<file path="config.mk">
export PLATFORM = sky130hd
export DESIGN_NAME = psf_front
export DESIGN_NICKNAME = d
export VERILOG_FILES = /design/src/hdl/psf_pkg.sv /design/src/hdl/psf_front.sv
export SDC_FILE = /design/constraint.sdc
export NUM_CORES = 2
export LEC_CHECK = 0
export BUFFER_PORTS_ARGS = -buffer_cell sky130_fd_sc_hd__buf_2
export CORE_MARGIN = 1
export CORE_UTILIZATION = 55
export DETAILED_ROUTE_END_ITERATION = 12
export GPL_ROUTABILITY_DRIVEN = 0
export PLACE_DENSITY = 0.72
export SYNTH_ARGS = -nofsm -noshare
export SYNTH_HDL_FRONTEND = slang
export SYNTH_SLANG_ARGS = --single-unit
</file>
<file path="constraint.sdc">
create_clock -name clk -period 9.41 [get_ports clk]
set_clock_uncertainty 0.15 [all_clocks]
set_input_delay 1.882 -clock clk [delete_from_list [all_inputs] [get_ports clk]]
set_output_delay 1.882 -clock clk [all_outputs]
set_load 0.03 [all_outputs]
</file>
<file path="src/hdl/psf_pkg.sv">
// Shared types and constants of the 2D spring force unit.
// Used by every module of the block; depends on nothing.
`default_nettype none
package psf_pkg;

  localparam int SqrtStages = 33;
  localparam int DivStages = 32;
  localparam logic [1:0] REG_SPRING_CONSTANT = 2'd0;
  localparam logic [1:0] REG_REST_LENGTH = 2'd1;
  localparam logic [1:0] REG_BUNGEE_MODE = 2'd2;
  localparam logic [31:0] SPRING_CONSTANT_RESET = 32'h0001_0000;
  localparam logic [30:0] REST_LENGTH_RESET = 31'h0001_0000;

  typedef struct packed {
    logic        sx;
    logic        sy;
    logic [32:0] adx;
    logic [32:0] ady;
    logic [65:0] rad;
  } front_t;

  typedef struct packed {
    logic        sx;
    logic        sy;
    logic [32:0] adx;
    logic [32:0] ady;
    logic [32:0] len;
  } root_t;

  typedef struct packed {
    logic        sx;
    logic        sy;
    logic        kill;
    logic        zero;
    logic [64:0] nx;
    logic [64:0] ny;
    logic [32:0] len;
  } scaled_t;

  typedef struct packed {
    logic        sx;
    logic        sy;
    logic        kill;
    logic        zero;
    logic [31:0] qx;
    logic [31:0] qy;
  } quot_t;

  typedef struct packed {
    logic [31:0] spring_constant;
    logic [30:0] rest_length;
    logic        bungee_mode;
  } cfg_t;

endpackage
`default_nettype wire

</file>
<file path="src/hdl/psf_front.sv">
// Front stages: difference vector, squared components, and their sum.
// Depends on psf_pkg.
`default_nettype none
module psf_front (
  input  wire logic                  clk,
  input  wire logic                  rst,
  input  wire logic                  in_valid,
  output logic                       in_ready,
  input  wire logic signed [31:0]    particle_x,
  input  wire logic signed [31:0]    particle_y,
  input  wire logic signed [31:0]    other_x,
  input  wire logic signed [31:0]    other_y,
  output logic                       out_valid,
  input  wire logic                  out_ready,
  output psf_pkg::front_t            out_data
);
  import psf_pkg::*;

  logic [2:0] v;
  logic [3:0] rdy;
  logic s0_sx, s0_sy;
  logic [32:0] s0_adx, s0_ady;
  logic [63:0] sq_x, sq_y;
  logic s1_sx, s1_sy;
  logic [32:0] s1_adx, s1_ady;
  logic [65:0] s1_qx, s1_qy;
  front_t s2;
  logic signed [32:0] dx, dy;

  assign rdy[3] = out_ready;
  assign rdy[0] = !v[0] || rdy[1];
  assign rdy[1] = !v[1] || rdy[2];
  assign rdy[2] = !v[2] || rdy[3];
  assign in_ready = rdy[0];
  assign out_valid = v[2];
  assign out_data = s2;

  assign dx = 33'(particle_x) - 33'(other_x);
  assign dy = 33'(particle_y) - 33'(other_y);

  assign sq_x = s0_adx[31:0] * s0_adx[31:0];
  assign sq_y = s0_ady[31:0] * s0_ady[31:0];

  always_ff @(posedge clk) begin
    if (rst) begin
      v <= '0;
    end else begin
      if (rdy[0]) v[0] <= in_valid;
      if (rdy[1]) v[1] <= v[0];
      if (rdy[2]) v[2] <= v[1];
    end
    if (rdy[0]) begin
      s0_sx <= dx[32];
      s0_sy <= dy[32];
      s0_adx <= dx[32] ? 33'(-dx) : 33'(dx);
      s0_ady <= dy[32] ? 33'(-dy) : 33'(dy);
    end
    if (rdy[1]) begin
      s1_sx <= s0_sx;
      s1_sy <= s0_sy;
      s1_adx <= s0_adx;
      s1_ady <= s0_ady;
      s1_qx <= s0_adx[32] ? {2'b01, 64'd0} : {2'b00, sq_x};
      s1_qy <= s0_ady[32] ? {2'b01, 64'd0} : {2'b00, sq_y};
    end
    if (rdy[2]) begin
      s2.sx <= s1_sx;
      s2.sy <= s1_sy;
      s2.adx <= s1_adx;
      s2.ady <= s1_ady;
      s2.rad <= s1_qx + s1_qy;
    end
  end
endmodule
`default_nettype wire

</file>
---- Yosys cells after proc, flatten, opt, wreduce, memory -nomap -nowiden ----
Cells that the tools add are included.
cells by class
  $add $sub $neg .......................... 5
  multiply operators ...................... 2
  muxes and demuxes ....................... 4
  reduce and logical (&&, ||, !) cells .... 6
operators with widths
  operator                                        count
  65-bit 2-to-1 mux                               2
  32-bit by 32-bit multiplier with 64-bit output  2
  66-bit adder                                    1
  33-bit negation                                 2
  32-bit by 32-bit subtractor with 33-bit output  2
  32-bit 2-to-1 mux                               2
  1-bit logical NOT                               3
  1-bit logical OR                                3
storage, ports and cells
  register bits after elaboration ......... 405
  word-level logic and storage cells ...... 39

---- Depth between registers and ports, before layout ----
  depth in word-level cells ............... 4
  depth in mapped cells ................... 32
  gate-level depth less buffers ........... 29

---- Least setup slack after synthesis ----
OpenSTA, ideal clock, no wires.
  path kind ............................... flip-flop to flip-flop
  from .................................... reg s0_ady[14]
  to ...................................... reg s1_qy[55] (data pin)
  setup time .............................. 0.260 ns
  arrival time ............................ 7.774 ns
  slack ................................... 1.226 ns
  cell stages (with the launch flop) ...... 27
  clock period less this slack ............ 8.184 ns
  cells stage by stage .................... edfxtp_1 > clkbuf_1 > clkbuf_1 > nand2_1 > fa_1 > inv_1 > fa_1 > inv_1 > fa_1 > fa_1 > inv_1 > fa_1 > inv_1 > fa_1 > inv_1 > fa_1 > fa_1 > ha_1 > nand2_1 > o21bai_1 > a221o_1 > a2111oi_1 > a21oi_1 > o311ai_1 > nand2_1 > o21ai_0 > mux2_2
between the ends
  longest elaborated chain between the ends .. 1
RTL lines
  what                                            RTL line         source
  from (decl)                                     psf_front.sv:22  logic [32:0] s0_adx, s0_ady;
  from (signal assigned)                          psf_front.sv:56  s0_ady <= dy[32] ? 33'(-dy) : 33'(dy);
  32-bit by 32-bit multiplier with 64-bit output  psf_front.sv:42  assign sq_y = s0_ady[31:0] * s0_ady[31:0];
  to (signal assigned)                            psf_front.sv:64  s1_qy <= s0_ady[32] ? {2'b01, 64'd0} : {2'b00, sq_y};
  to (decl)                                       psf_front.sv:26  logic [65:0] s1_qx, s1_qy;
Every way passes these cells.
A chain may end at the register's enable or synchronous reset.

---- Final worst setup path ----
  from .................................... reg s0_adx[20]
  to ...................................... reg s1_qx[50] (data pin)
between the ends
  longest elaborated chain between the ends .. 1
RTL lines
  what                                            RTL line         source
  from (decl)                                     psf_front.sv:22
  from (signal assigned)                          psf_front.sv:55  s0_adx <= dx[32] ? 33'(-dx) : 33'(dx);
  32-bit by 32-bit multiplier with 64-bit output  psf_front.sv:41  assign sq_x = s0_adx[31:0] * s0_adx[31:0];
  to (signal assigned)                            psf_front.sv:63  s1_qx <= s0_adx[32] ? {2'b01, 64'd0} : {2'b00, sq_x};
  to (decl)                                       psf_front.sv:26
Every way passes these cells.

==> results.toml <==
[floorplanning]
die_area_mm2 = 0.1478
die_h_um = 384.4
dieWidth_um = 384.4
start_util_pct = 55.72
core_area_mm2 = 0.1444
rows = 139
io_pins = 268

[sta]
fmax_mhz = 110.5
setup_viol = 0
grt_setup_unrepaired = "false"
relSlewSlack_pct = 0.03325
min_period_over_period_pct = 96.21
fin_crit_ps = 9054
fin_ws_ps = 356.4
maxSlewViolCount = 0
finalSetupTns_ps = 0
final_hold_viol_count = 0
tightest_slew_ps = 1496

[finish]
fill_cells = 12167
fin_cells = 10319
area_growth_pct = 6.526
drive_gt1_share_pct = 6.679
multi_input_area_mm2 = 0.05967
design_area_mm2 = 0.08568
layout.nets = 10817
layout.area.seq_mm2 = 0.01195

[global_route]
first_global_vias = 61660
gr-total-overflow = 0
antenna_found_initial = 10
grt_pass1_wl_um = 330800
grt_max_degree = 81
grt_usage_pct = 28.89

[detailed_routing]
wl_per_cell_um = 20.03
dr.pass1.iters = 6
vias = 57597
drcViolationCount = 0
ant_nets = 0
wirelength_um = 206700
via_per_inst = 5.582
dr.first_iter.drc_count = 4312

[status]
status = "finished, violations left"
violations = "capacitance limit"

[clock_network]
cts_inserted_buffers = 49
tritoncts = "done"
cts.repair.resized = 0
htree_levels = 2
cts_buffer_depth = 3
path_clk_slew_ps = 60
cts_sinks = 399
cts-root-buf = "clkbuf_16"
clock_latency_ps = 670

[place]
dp.cells = 10226
hpwl_um = 171100
postPlaceCellArea_mm2 = 0.08403
port_buffers = 267
place_ws_ps = 510.0

[synthesis]
synth_area_leaders = "fa_1, edfxtp_1, ha_1"
ys_seq_area_share_pct = 14.86
yosys_warnings = 0
syn_nets = 10667
synthesis.area_mm2 = 0.08043
synthCells = 8226
synth_area_leader_cell = "fa_1"
async_reset_ff_share_pct = 0
avgSynthCellArea_um2 = 9.777
synth-edff-count = 396
synth_commonest_cells = "inv_1, fa_1, ha_1, nand2_1, and2_1"
synthDistinctLibCells = 94
synth_top_cell_area_share_pct = 39.48
ys_ff_latch = 399
yosysMostFrequentCell = "inv_1"
ys.flop_type = "edfxtp_1"

[critical_path]
endpoint_kind = "flop"
path_max_fanout = 16
cp-start-kind = "flop"
cp_data_required_time_ps = 9690
worstReg2RegStart = "s0_adx[20]$_DFFE_PP_"
cp-startpoint = "s0_adx[20]$_DFFE_PP_"
path_class = "reg -> reg"
arrival_ps = 9330

[hold_path]
min_path_type = "reg -> reg"
min_from = "s1_ady[18]$_DFFE_PP_"

[run]
maxCapViolCount = 1
final timing paths:
check / depth (start not counted) / slack [ps] / to
min reg2reg: 0 / 270 / out_data[84]$_DFFE_PP_
min: 0 / 270 / out_data[84]$_DFFE_PP_
max reg2reg: 24 / 360 / s1_qx[50]$_SDFFCE_PP0P_
max: 24 / 360 / s1_qx[50]$_SDFFCE_PP0P_
layout make-up:
cell class | instances | share of cell area, %
multi-input cells | 5486 | 69.65
flip-flops and latches | 399 | 13.95
inverters | 2047 | 8.983
well taps | 1903 | 2.779
repair buffers | 393 | 2.751
clock buffers | 54 | 1.478
clock inverters | 36 | 0.4104
diodes | 1 | 0.002921
per-stage QoR:
step                utilization (%)  hold WS, ps
floorplan                         -        250.3
global placement              58.21        253.5
detailed placement            58.21        254.5
CTS                           59.33        267.7
global route                  59.35        271.7
finish                        59.35        266.3
worst max-delay path, cell delays in order, from the launching register on:
cell and delay [ps]:
edfxtp_1 780, buf_4 380, and2_1 230, fa_1 460, fa_1 510, fa_1 540, inv_1 60, fa_1 470
inv_1 50, fa_1 470, fa_1 500, fa_1 490, inv_1 50, fa_1 590, inv_1 70, ha_1 350
nand2_1 90, nand2_1 50, a21oi_1 260, o21ai_0 130, or3_1 450, a31oi_1 540, o21ai_0 470, a21boi_0 310
mux2_2 360
kinds of logic (layout without fill, tap and decap cells):
kind of cell               count (synthesis)  in the layout  synth area share [%]
AOI/OAI and AO/OA                        967            967                 7.950
xor gates and xnor gates                 339            339                 3.692
adders and majority gates               2309           2309                 50.72
buffers and inverters                   2341           2530                 10.96
DFF                                      399            399                 14.86
muxes                                     32             32                0.4262
other                                      0              1                     0
and+or+nand+nor                         1839           1839                 11.39
routing by layer:
layer | routed length, um | global-route usage (%) | up-vias
li1 | - | - | 25744
met1 | 83340 | 38.89 | 29140
met2 | 96440 | 46.63 | 2302
met3 | 20210 | 6.441 | 411
met4 | 6680 | 9.024 | 0
met5 | 0 | 0 | -
state kept, by name (all words and copies together), names as in the netlist, 3 cells and up:
register  cells
s1_qx        63
s1_ady       33
s1_qy        63
v             3
s1_adx       33
out_data    134
s0_ady       33
s0_adx       33
what timing repair did:
item | in CTS | in global routing
setup buffers | 0 | 2
hold buffers | 0 | 0
endpoints found under the setup margin | 0 | 3
cell usage in the layout (no fill, tap or decap), types with 43 or more instances in the layout:
| cell | netlist | layout |
|---|---|---|
| and2_1 | 499 | 499 |
| nor2_1 | 306 | 306 |
| nor3_1 | 49 | 49 |
| buf_4 | 1 | 120 |
| xnor2_1 | 194 | 194 |
| o21bai_1 | 62 | 62 |
| nor2b_1 | 61 | 61 |
| edfxtp_1 | 396 | 396 |
| a21o_1 | 158 | 158 |
| nand4_1 | 46 | 46 |
| o21ai_0 | 139 | 139 |
| fa_1 | 1586 | 1586 |
| a31oi_1 | 43 | 43 |
| inv_1 | 2046 | 2044 |
| nand3_1 | 75 | 75 |
| ha_1 | 723 | 723 |
| a21oi_1 | 279 | 279 |
| clkbuf_16 | 0 | 50 |
| nand2_1 | 641 | 640 |
| buf_2 | 7 | 267 |
| xor2_1 | 145 | 145 |
Power is not shown: default switching activity piles up to over one toggle a cycle in this logic, so the estimate is an artifact.
